<file path="config.mk">
export PLATFORM = sky130hd
export DESIGN_NAME = switch_bank_change_event_encoder_core
export DESIGN_NICKNAME = d
export VERILOG_FILES = /design/src/design/sbce_pkg.sv /design/src/design/sbce_ctrl.sv /design/src/design/sbce_dp.sv /design/src/design/switch_bank_change_event_encoder_core.sv
export VERILOG_INCLUDE_DIRS = /design/src /design/src/design
export SDC_FILE = /design/constraint.sdc
export NUM_CORES = 1
export LEC_CHECK = 0
export ABC_AREA = 1
export BUFFER_PORTS_ARGS = -buffer_cell sky130_fd_sc_hd__buf_2
export CORE_ASPECT_RATIO = 2
export CORE_MARGIN = 3
export CORE_UTILIZATION = 55
export CTS_CLUSTER_SIZE = 28
export DETAILED_ROUTE_END_ITERATION = 8
export PLACE_DENSITY = 0.72
export SKIP_LAST_GASP = 1
export SYNTH_ARGS = -nofsm -noshare
export SYNTH_HDL_FRONTEND = slang
export SYNTH_SLANG_ARGS = --single-unit
</file>
<file path="constraint.sdc">
create_clock -name clk -period 6.5 [get_ports clk]
set_input_delay 0.975 -clock clk [delete_from_list [all_inputs] [get_ports clk]]
set_output_delay 0.975 -clock clk [all_outputs]
set_load 0.01 [all_outputs]
</file>
<file path="src/design/switch_bank_change_event_encoder_core_defines.svh">
// ---------------------------------------------------------------------------
// Assertion macros for the switch bank change-event encoder
// Concurrent checks that compile away for synthesis.
// ---------------------------------------------------------------------------
`ifndef SWITCH_BANK_CHANGE_EVENT_ENCODER_CORE_DEFINES_SVH
`define SWITCH_BANK_CHANGE_EVENT_ENCODER_CORE_DEFINES_SVH

`ifndef SYNTHESIS
// Property must hold at every clock edge outside reset
`define SBCE_ASSERT(lbl, ck, rn, prop, msg) \
  lbl: assert property (@(posedge ck) disable iff (!rn) (prop)) else $error(msg);
// Condition must never be true outside reset
`define SBCE_NEVER(lbl, ck, rn, cond, msg) \
  lbl: assert property (@(posedge ck) disable iff (!rn) !(cond)) else $error(msg);
`else
`define SBCE_ASSERT(lbl, ck, rn, prop, msg)
`define SBCE_NEVER(lbl, ck, rn, cond, msg)
`endif

`endif

</file>
<file path="src/design/sbce_pkg.sv">
// ---------------------------------------------------------------------------
// sbce_pkg
// Widths, event kinds, encoder pair table and controller/datapath structs.
// ---------------------------------------------------------------------------
`timescale 1ns / 1ps

package sbce_pkg;

  localparam int BANK_W    = 4;
  localparam int VAL_W     = 8;
  localparam int BIT_W     = 3;
  localparam int KIND_W    = 2;
  localparam int ENC_SEL_W = 3;
  localparam int ENC_TABLE = 8;

  localparam int DEF_NUM_BANKS    = 12;
  localparam int DEF_NUM_ENCODERS = 6;

  typedef enum logic [KIND_W-1:0] {
    KIND_PRESS = 2'd0,
    KIND_RIGHT = 2'd1,
    KIND_LEFT  = 2'd2
  } kind_t;

  // Encoder pair table: entry is populated for the first six slots
  function automatic logic enc_valid(input logic [ENC_SEL_W-1:0] e);
    return (e < ENC_SEL_W'(6));
  endfunction

  function automatic logic [BANK_W-1:0] enc_bank(input logic [ENC_SEL_W-1:0] e);
    logic [BANK_W-1:0] b;
    case (e)
      3'd0:    b = 4'd2;
      3'd1:    b = 4'd4;
      3'd2:    b = 4'd4;
      3'd3:    b = 4'd6;
      3'd4:    b = 4'd7;
      3'd5:    b = 4'd10;
      default: b = 4'd0;
    endcase
    return b;
  endfunction

  function automatic logic [BIT_W-1:0] enc_low(input logic [ENC_SEL_W-1:0] e);
    logic [BIT_W-1:0] lo;
    case (e)
      3'd0:    lo = 3'd5;
      3'd1:    lo = 3'd4;
      3'd2:    lo = 3'd0;
      3'd3:    lo = 3'd4;
      3'd4:    lo = 3'd4;
      3'd5:    lo = 3'd2;
      default: lo = 3'd0;
    endcase
    return lo;
  endfunction

  // Controller to datapath commands
  typedef struct packed {
    logic             load;
    logic             step;
    logic             flush;
    logic [BIT_W-1:0] bit_idx;
  } dp_cmd_t;

  // Datapath to controller status
  typedef struct packed {
    logic in_range;
    logic needs_push;
    logic out_free;
    logic pend_vld;
  } dp_sts_t;

endpackage

</file>
<file path="src/design/sbce_ctrl.sv">
// ---------------------------------------------------------------------------
// sbce_ctrl
// Sequencer: accepts a scan beat, walks the eight bits, flushes the last event.
// ---------------------------------------------------------------------------
`timescale 1ns / 1ps
`include "switch_bank_change_event_encoder_core_defines.svh"

module sbce_ctrl
  import sbce_pkg::*;
(
  input  logic    clk,
  input  logic    rst_n,
  input  logic    in_valid,
  output logic    in_ready,
  input  dp_sts_t sts,
  output dp_cmd_t cmd
);

  typedef enum logic [1:0] {
    S_IDLE,
    S_SCAN,
    S_DONE
  } state_t;

  localparam logic [BIT_W-1:0] LAST_BIT = BIT_W'(VAL_W - 1);

  state_t           state_r, state_nxt;
  logic [BIT_W-1:0] bit_r, bit_nxt;

  // Decode commands and next state
  always_comb begin
    cmd         = '0;
    cmd.bit_idx = bit_r;
    in_ready    = (state_r == S_IDLE);
    state_nxt   = state_r;
    bit_nxt     = bit_r;
    case (state_r)
      S_IDLE: begin
        cmd.load = in_valid && sts.in_range;
        if (cmd.load) begin
          state_nxt = S_SCAN;
          bit_nxt   = '0;
        end
      end
      S_SCAN: begin
        // stall only when an event must move into a busy output register
        cmd.step = !sts.needs_push || sts.out_free;
        if (cmd.step) begin
          if (bit_r == LAST_BIT) begin
            state_nxt = S_DONE;
          end else begin
            bit_nxt = bit_r + BIT_W'(1);
          end
        end
      end
      S_DONE: begin
        cmd.flush = sts.pend_vld && sts.out_free;
        if (!sts.pend_vld || sts.out_free) begin
          state_nxt = S_IDLE;
        end
      end
      default: begin
        state_nxt = S_IDLE;
      end
    endcase
  end

  // Hold state and bit counter
  always_ff @(posedge clk) begin
    if (!rst_n) begin
      state_r <= S_IDLE;
      bit_r   <= '0;
    end else begin
      state_r <= state_nxt;
      bit_r   <= bit_nxt;
    end
  end

  `SBCE_ASSERT(a_load_starts_scan, clk, rst_n, cmd.load |=> (state_r == S_SCAN && bit_r == '0), "load did not start scan at bit zero")

endmodule

</file>
<file path="src/design/sbce_dp.sv">
// ---------------------------------------------------------------------------
// sbce_dp
// Bank store, encoder state, one-bit event logic, pending and output registers.
// ---------------------------------------------------------------------------
`timescale 1ns / 1ps
`include "switch_bank_change_event_encoder_core_defines.svh"

module sbce_dp
  import sbce_pkg::*;
#(
  parameter int NUM_BANKS    = DEF_NUM_BANKS,
  parameter int NUM_ENCODERS = DEF_NUM_ENCODERS
) (
  input  logic              clk,
  input  logic              rst_n,
  input  dp_cmd_t           cmd,
  output dp_sts_t           sts,
  input  logic [BANK_W-1:0] in_bank,
  input  logic [VAL_W-1:0]  in_val,
  input  logic              out_ready,
  output logic              out_valid,
  output logic [BANK_W-1:0] out_bank,
  output logic [BIT_W-1:0]  out_bit,
  output kind_t             out_kind,
  output logic              out_last
);

  localparam int BANK_IW = (NUM_BANKS > 1) ? $clog2(NUM_BANKS) : 1;
  localparam int ENC_IW  = (NUM_ENCODERS > 1) ? $clog2(NUM_ENCODERS) : 1;
  localparam logic [BANK_W:0] BANK_LIMIT = (BANK_W + 1)'(NUM_BANKS);

  // Stored state
  logic [VAL_W-1:0] prev_bank_r [NUM_BANKS];
  logic [1:0]       enc_lvl_r   [NUM_ENCODERS];
  logic [1:0]       enc_flg_r   [NUM_ENCODERS];

  // Latched scan beat
  logic [BANK_W-1:0] bank_r;
  logic [VAL_W-1:0]  val_r;
  logic [VAL_W-1:0]  diff_r;

  // Pending event and output register
  logic              pend_vld_r;
  logic [BIT_W-1:0]  pend_bit_r;
  kind_t             pend_kind_r;
  logic              out_vld_r;
  logic [BANK_W-1:0] out_bank_r;
  logic [BIT_W-1:0]  out_bit_r;
  kind_t             out_kind_r;
  logic              out_last_r;

  logic [BANK_IW-1:0] bank_sel;
  logic               in_range;
  logic [BIT_W-1:0]   cur_bit;
  logic               changed;

  logic               enc_hit;
  logic [ENC_IW-1:0]  enc_sel;
  logic [BIT_W-1:0]   enc_lo;
  logic [1:0]         lvl_cur, flg_cur, lvl_new, flg_new;
  logic               h, l, th, tl, rt, lf;
  logic               ev_right, ev_left;

  logic               emit;
  kind_t              new_kind;
  logic [BIT_W-1:0]   new_bit;
  logic               push_step;
  logic               out_free;

  assign bank_sel = in_bank[BANK_IW-1:0];
  assign in_range = ({1'b0, in_bank} < BANK_LIMIT);
  assign cur_bit  = cmd.bit_idx;
  assign changed  = diff_r[cur_bit];

  // Find the encoder pair that owns the current bit, first match wins
  always_comb begin
    enc_hit = 1'b0;
    enc_sel = '0;
    enc_lo  = '0;
    for (int e = 0; e < NUM_ENCODERS; e++) begin
      if (!enc_hit && enc_valid(ENC_SEL_W'(e)) && enc_bank(ENC_SEL_W'(e)) == bank_r &&
          (cur_bit == enc_low(ENC_SEL_W'(e)) ||
           cur_bit == enc_low(ENC_SEL_W'(e)) + BIT_W'(1))) begin
        enc_hit = 1'b1;
        enc_sel = ENC_IW'(e);
        enc_lo  = enc_low(ENC_SEL_W'(e));
      end
    end
  end

  // One quadrature step of the selected encoder
  always_comb begin
    lvl_cur  = enc_lvl_r[enc_sel];
    flg_cur  = enc_flg_r[enc_sel];
    h        = val_r[enc_lo + BIT_W'(1)];
    l        = val_r[enc_lo];
    tl       = lvl_cur[0];
    th       = lvl_cur[1];
    rt       = flg_cur[0];
    lf       = flg_cur[1];
    ev_right = 1'b0;
    ev_left  = 1'b0;
    if (h != l) begin
      if (h != th) begin
        th = h;
        rt = 1'b1;
      end else if (l != tl) begin
        tl = l;
        lf = 1'b1;
      end
    end else if (th != tl && (rt || lf)) begin
      if (rt && th == h) begin
        ev_right = 1'b1;
        tl       = l;
        rt       = 1'b0;
      end else if (lf && tl == l) begin
        ev_left = 1'b1;
        th      = h;
        lf      = 1'b0;
      end else begin
        tl = l;
        th = h;
        rt = 1'b0;
        lf = 1'b0;
      end
    end
    lvl_new = {th, tl};
    flg_new = {lf, rt};
  end

  // Event for the current bit
  always_comb begin
    if (enc_hit) begin
      emit     = changed && (ev_right || ev_left);
      new_kind = ev_right ? KIND_RIGHT : KIND_LEFT;
      new_bit  = ev_right ? enc_lo : enc_lo + BIT_W'(1);
    end else begin
      emit     = changed && !val_r[cur_bit];
      new_kind = KIND_PRESS;
      new_bit  = cur_bit;
    end
  end

  assign out_free  = !out_vld_r || out_ready;
  assign push_step = cmd.step && emit && pend_vld_r;

  assign sts.in_range   = in_range;
  assign sts.needs_push = emit && pend_vld_r;
  assign sts.out_free   = out_free;
  assign sts.pend_vld   = pend_vld_r;

  // Control state and stored banks
  always_ff @(posedge clk) begin
    if (!rst_n) begin
      for (int b = 0; b < NUM_BANKS; b++) begin
        prev_bank_r[b] <= '1;
      end
      for (int e = 0; e < NUM_ENCODERS; e++) begin
        enc_lvl_r[e] <= '0;
        enc_flg_r[e] <= '0;
      end
      pend_vld_r <= 1'b0;
      out_vld_r  <= 1'b0;
    end else begin
      if (cmd.load) begin
        prev_bank_r[bank_sel] <= in_val;
      end
      if (cmd.step && changed && enc_hit) begin
        enc_lvl_r[enc_sel] <= lvl_new;
        enc_flg_r[enc_sel] <= flg_new;
      end
      if (cmd.step && emit) begin
        pend_vld_r <= 1'b1;
      end else if (cmd.flush) begin
        pend_vld_r <= 1'b0;
      end
      if (push_step || cmd.flush) begin
        out_vld_r <= 1'b1;
      end else if (out_ready) begin
        out_vld_r <= 1'b0;
      end
    end
  end

  // Payload registers
  always_ff @(posedge clk) begin
    if (cmd.load) begin
      bank_r <= in_bank;
      val_r  <= in_val;
      diff_r <= prev_bank_r[bank_sel] ^ in_val;
    end
    if (cmd.step && emit) begin
      pend_bit_r  <= new_bit;
      pend_kind_r <= new_kind;
    end
    if (push_step || cmd.flush) begin
      out_bank_r <= bank_r;
      out_bit_r  <= pend_bit_r;
      out_kind_r <= pend_kind_r;
      out_last_r <= cmd.flush;
    end
  end

  assign out_valid = out_vld_r;
  assign out_bank  = out_bank_r;
  assign out_bit   = out_bit_r;
  assign out_kind  = out_kind_r;
  assign out_last  = out_last_r;

  `SBCE_ASSERT(a_cmd_exclusive, clk, rst_n, $onehot0({cmd.load, cmd.step, cmd.flush}), "more than one datapath command")
  `SBCE_NEVER(a_no_overwrite, clk, rst_n, (push_step || cmd.flush) && out_vld_r && !out_ready, "output register overwritten")
  `SBCE_ASSERT(a_flush_has_event, clk, rst_n, cmd.flush |-> pend_vld_r, "flush without pending event")

endmodule

</file>
<file path="src/design/switch_bank_change_event_encoder_core.sv">
// ---------------------------------------------------------------------------
// switch_bank_change_event_encoder_core: switch bank change and rotary events
// Each accepted in-range bank beat is handled in steps: accept, a scan of the
// eight bits (one bit per cycle through the shared encoder step, unless output
// back-pressure stalls the scan), then a flush of the last pending event.
// Reset: stored banks go to all ones, encoder levels and flags to zero.
// ---------------------------------------------------------------------------
`timescale 1ns / 1ps

module switch_bank_change_event_encoder_core
  import sbce_pkg::*;
#(
  parameter int NUM_BANKS    = DEF_NUM_BANKS,
  parameter int NUM_ENCODERS = DEF_NUM_ENCODERS
) (
  input  logic        clk,
  input  logic        rst_n,
  input  logic        in_tvalid,
  output logic        in_tready,
  input  logic [15:0] in_tdata,   // [3:0] bank_index, [11:4] bank_value, [15:12] zero
  output logic        out_tvalid,
  input  logic        out_tready,
  output logic [7:0]  out_tdata,  // [3:0] event_bank, [6:4] event_bit, [7] zero
  output logic [1:0]  out_tuser,  // [1:0] event_kind
  output logic        out_tlast
);

  dp_cmd_t           cmd;
  dp_sts_t           sts;
  logic [BANK_W-1:0] ev_bank;
  logic [BIT_W-1:0]  ev_bit;
  kind_t             ev_kind;

  sbce_ctrl u_ctrl (
    .clk      (clk),
    .rst_n    (rst_n),
    .in_valid (in_tvalid),
    .in_ready (in_tready),
    .sts      (sts),
    .cmd      (cmd)
  );

  sbce_dp #(
    .NUM_BANKS    (NUM_BANKS),
    .NUM_ENCODERS (NUM_ENCODERS)
  ) u_dp (
    .clk       (clk),
    .rst_n     (rst_n),
    .cmd       (cmd),
    .sts       (sts),
    .in_bank   (in_tdata[3:0]),
    .in_val    (in_tdata[11:4]),
    .out_ready (out_tready),
    .out_valid (out_tvalid),
    .out_bank  (ev_bank),
    .out_bit   (ev_bit),
    .out_kind  (ev_kind),
    .out_last  (out_tlast)
  );

  // Pack the result beat
  assign out_tdata = {1'b0, ev_bit, ev_bank};
  assign out_tuser = ev_kind;

endmodule

</file>
==> metrics.cfg <==
[placement]
routabilityCongestion=0.926
post-dp-hpwl_um=15400
pre_cts_ws_ns=1.93
port_buffers=27

[sta]
rsz0062_at_grt=no
relSlewSlack_pct=21.3
hold_viol_final=0
finalMaxSlewViolations=0
layout_setup_ws_ns=1.90
finalSetupTns_ns=0
worst_slew_pin_slew_ns=1.17
finalSetupViolCount=0
fin_worst_skew_ns=0.00998
max_freq_ghz=0.217
period_share_pct=70.8
period_needed_ns=4.60
holdWs_ns=0.431

[yosys]
synth_flop_cell=edfxtp_1
netlist_instances=845
synth-edff-count=191
synth_most_common_cell=nand2_1
yosysTopAreaCellShare_pct=62.9
synth_cell_types=40
yosys-top-cells-count=nand2_1 (220), edfxtp_1 (191), inv_1 (60), nand3_1 (60), nor2_1 (45)
seq_area_frac_synth_pct=64.5
synth_top_area_cell=edfxtp_1
syn_area_per_cell_um2=10.8
syn_area_um2=9110
ys_seq_elements=198
synthArstFlopShare_pct=0
synth_area_leaders=edfxtp_1 (63%), nand2_1 (9.1%), nand3_1 (3.3%)
yosys_warnings=0

[floorplanning]
rows=66
dieArea_um2=18200
dieHeight_um=188
coreArea_um2=16300
io_pins=33
die_x_um=97.0
start_util_pct=56.0

[worst_setup_path]
crit_cells=16
reg2reg_slack_ns=1.90
cpMaxStageDelayCell=o21ai_0
path_common_cell=nand3_2
crit_family=simple AND/OR/NAND/NOR gates
cp_cell_sequence=inv_1, ha_1, inv_1, o21bai_1, nand2_2, nand3_2, or2_2, o211ai_1, nand2_1, ha_1, nor2_1, nand4_2, nand3_2, nand3_2, nand4_4, o21ai_0
worst-path-max-fanout=15
startpoint=u_ctrl.bit_r[0]
r2r-start=u_ctrl.bit_r[0]
reg2reg_depth=16
cp.arrival_ns=4.66
timing.rr.end=u_dp.enc_lvl_r[3][1]
required_ns=6.56
startpoint_type=flop
cp_slowest_stage_delay_ns=0.60
cp_num_buf_inv=2
crit_path_end_kind=flop
crit_end=u_dp.enc_lvl_r[3][1]
critPathKind=flop to flop

[outcome]
outcome=completed

[routing]
vias=6390
drt-pass1-iter-count=5
totalWireLength_um=21400
wl_per_cell_um=19.2
drt_iter0_drc=428
drc=0
ant_nets=0
viasPerCell=5.73

[finish]
seq_area_um2=5880
area_growth_pct=10.9
nets=927
drive_gt1_share_pct=13.5
n_fill_cell=1322
antenna_cells=0
multi_input_area_um2=2980

[clocking]
cts_root_buf=clkbuf_16
cts_tree=yes
cts_resized=0
cts_buffers=17
cts_max_path_buffers=2
ctsHoldBuffers=0
numClockSinks=198
clock_latency_ns=0.43
htree_levels=4
post_cts_buffers=0
clkSlewWorstSetupHoldPaths_ns=0.07

[global_routing]
antenna_found_initial=0
grtUsageTotal_pct=24.0
grt_pass1_vias=6431
grt_max_degree=38
gr-total-overflow=0
grt_pass1_wl_um=33100

[hold_path]
hold_path_class=flop to flop
min_delay_path_depth=0

[power_and_ir_drop]
power_density_nw_per_um2=262
ir_worst_vdd_v=0.000217
leakage_nw=3.56

[flow_run]
cap_violations=0

==> report_power, final <==
part | switching (mW) | internal [mW] | total, mW | leakage (nW)
sequential | 0.0166 | 1.45 | 1.46 | 1.71
combinational | 0.147 | 0.0524 | 0.199 | 1.58
clock | 0.431 | 0.558 | 0.990 | 0.262
total | 0.594 | 2.06 | 2.65 | 3.56
==> area by class of cell <==
cell class	instances	share of cell area [%]
sequential	198	58.1
timing repair buffer	35	1.93
multi-input combinational	579	29.5
clock buffer	20	4.32
inverter	68	2.52
tap	204	2.52
clock inverter	11	1.09
==> kinds of logic after synthesis <==
family	share of synthesized area, %
simple gates	21.8
xor+xnor	0.769
buf+inv	4.46
fa+ha+maj	1.10
compound gates	7.33
flops	64.5
other cells	0.0412
==> flip-flops by register name, indices dropped and copies added (netlist names) <==
name	flops
u_ctrl.bit_r	3
u_ctrl.state_r	2
u_dp.bank_r	4
u_dp.diff_r	8
u_dp.enc_flg_r	12
u_dp.enc_lvl_r	16
u_dp.out_bank	4
u_dp.out_bit	3
u_dp.out_kind	2
u_dp.out_last	1
u_dp.out_valid	1
u_dp.pend_bit_r	3
u_dp.pend_kind_r	2
u_dp.pend_vld_r	1
u_dp.prev_bank_r	128
u_dp.val_r	8
==> metrics by stage <==
stage | instance area (um^2) | cells | power, mW | utilization, %
after CTS | 10100 | 1115 | 2.66 | 62.1
after detailed placement | 9560 | 1084 | 1.69 | 58.8
after floorplan | 9250 | 881 | 1.62 | -
final | 10100 | 1115 | 2.65 | 62.1
after global placement | 9560 | 1084 | 1.68 | 58.8
after global routing | 10100 | 1115 | 2.74 | 62.1
==> cells in the final DEF, fill, tap and decap left out, types with 3 or more instances in the layout <==
master / instances
nand4_1: 13
nand2_2: 15
nor3_1: 15
buf_2: 27
nor4_1: 9
clkbuf_1: 3
a31oi_1: 32
nor2_4: 3
nand3_1: 60
inv_1: 60
nor2_2: 6
conb_1: 37
inv_2: 7
clkinv_2: 3
clkbuf_16: 17
a21oi_1: 18
or2_2: 13
ha_1: 8
nand2_1: 220
nor2_1: 43
dfxtp_1: 7
edfxtp_1: 191
o21ai_0: 16
nand3_2: 10
nand3b_1: 4
buf_4: 8
xor2_1: 8
a22oi_1: 33
clkinv_1: 4
==> worst register-to-register path, cell delays in order (launching register included) <==
cell and delay [ns]:
dfxtp_1 0.56, inv_1 0.29, ha_1 0.27, inv_1 0.08, o21bai_1 0.10, nand2_2 0.28, nand3_2 0.35, or2_2 0.40
o211ai_1 0.08, nand2_1 0.12, ha_1 0.39, nor2_1 0.09, nand4_2 0.17, nand3_2 0.13, nand3_2 0.15, nand4_4 0.19
o21ai_0 0.60
==> worst min path at each step <==
stage | from | endpoint | slack (ns)
global placement | u_dp.pend_bit_r[2] | u_dp.out_bit[2] | 0.40
detailed placement | u_dp.pend_bit_r[1] | u_dp.out_bit[1] | 0.41
floorplan | u_dp.pend_bit_r[0] | u_dp.out_bit[0] | 0.40
finish | u_dp.pend_bit_r[1] | u_dp.out_bit[1] | 0.43
CTS | u_dp.pend_bit_r[1] | u_dp.out_bit[1] | 0.42
global route | u_dp.pend_bit_r[1] | u_dp.out_bit[1] | 0.43
==> routing by layer <==
layer | vias up | GRT usage [%] | part of all wire (%)
li1 | 3047 | - | -
met1 | 3075 | 22.7 | 33
met2 | 208 | 47.4 | 59
met3 | 60 | 3.87 | 3.9
met4 | 0 | 13.3 | 4.5
met5 | - | 0 | 0
(Power assumes the default switching activity.)
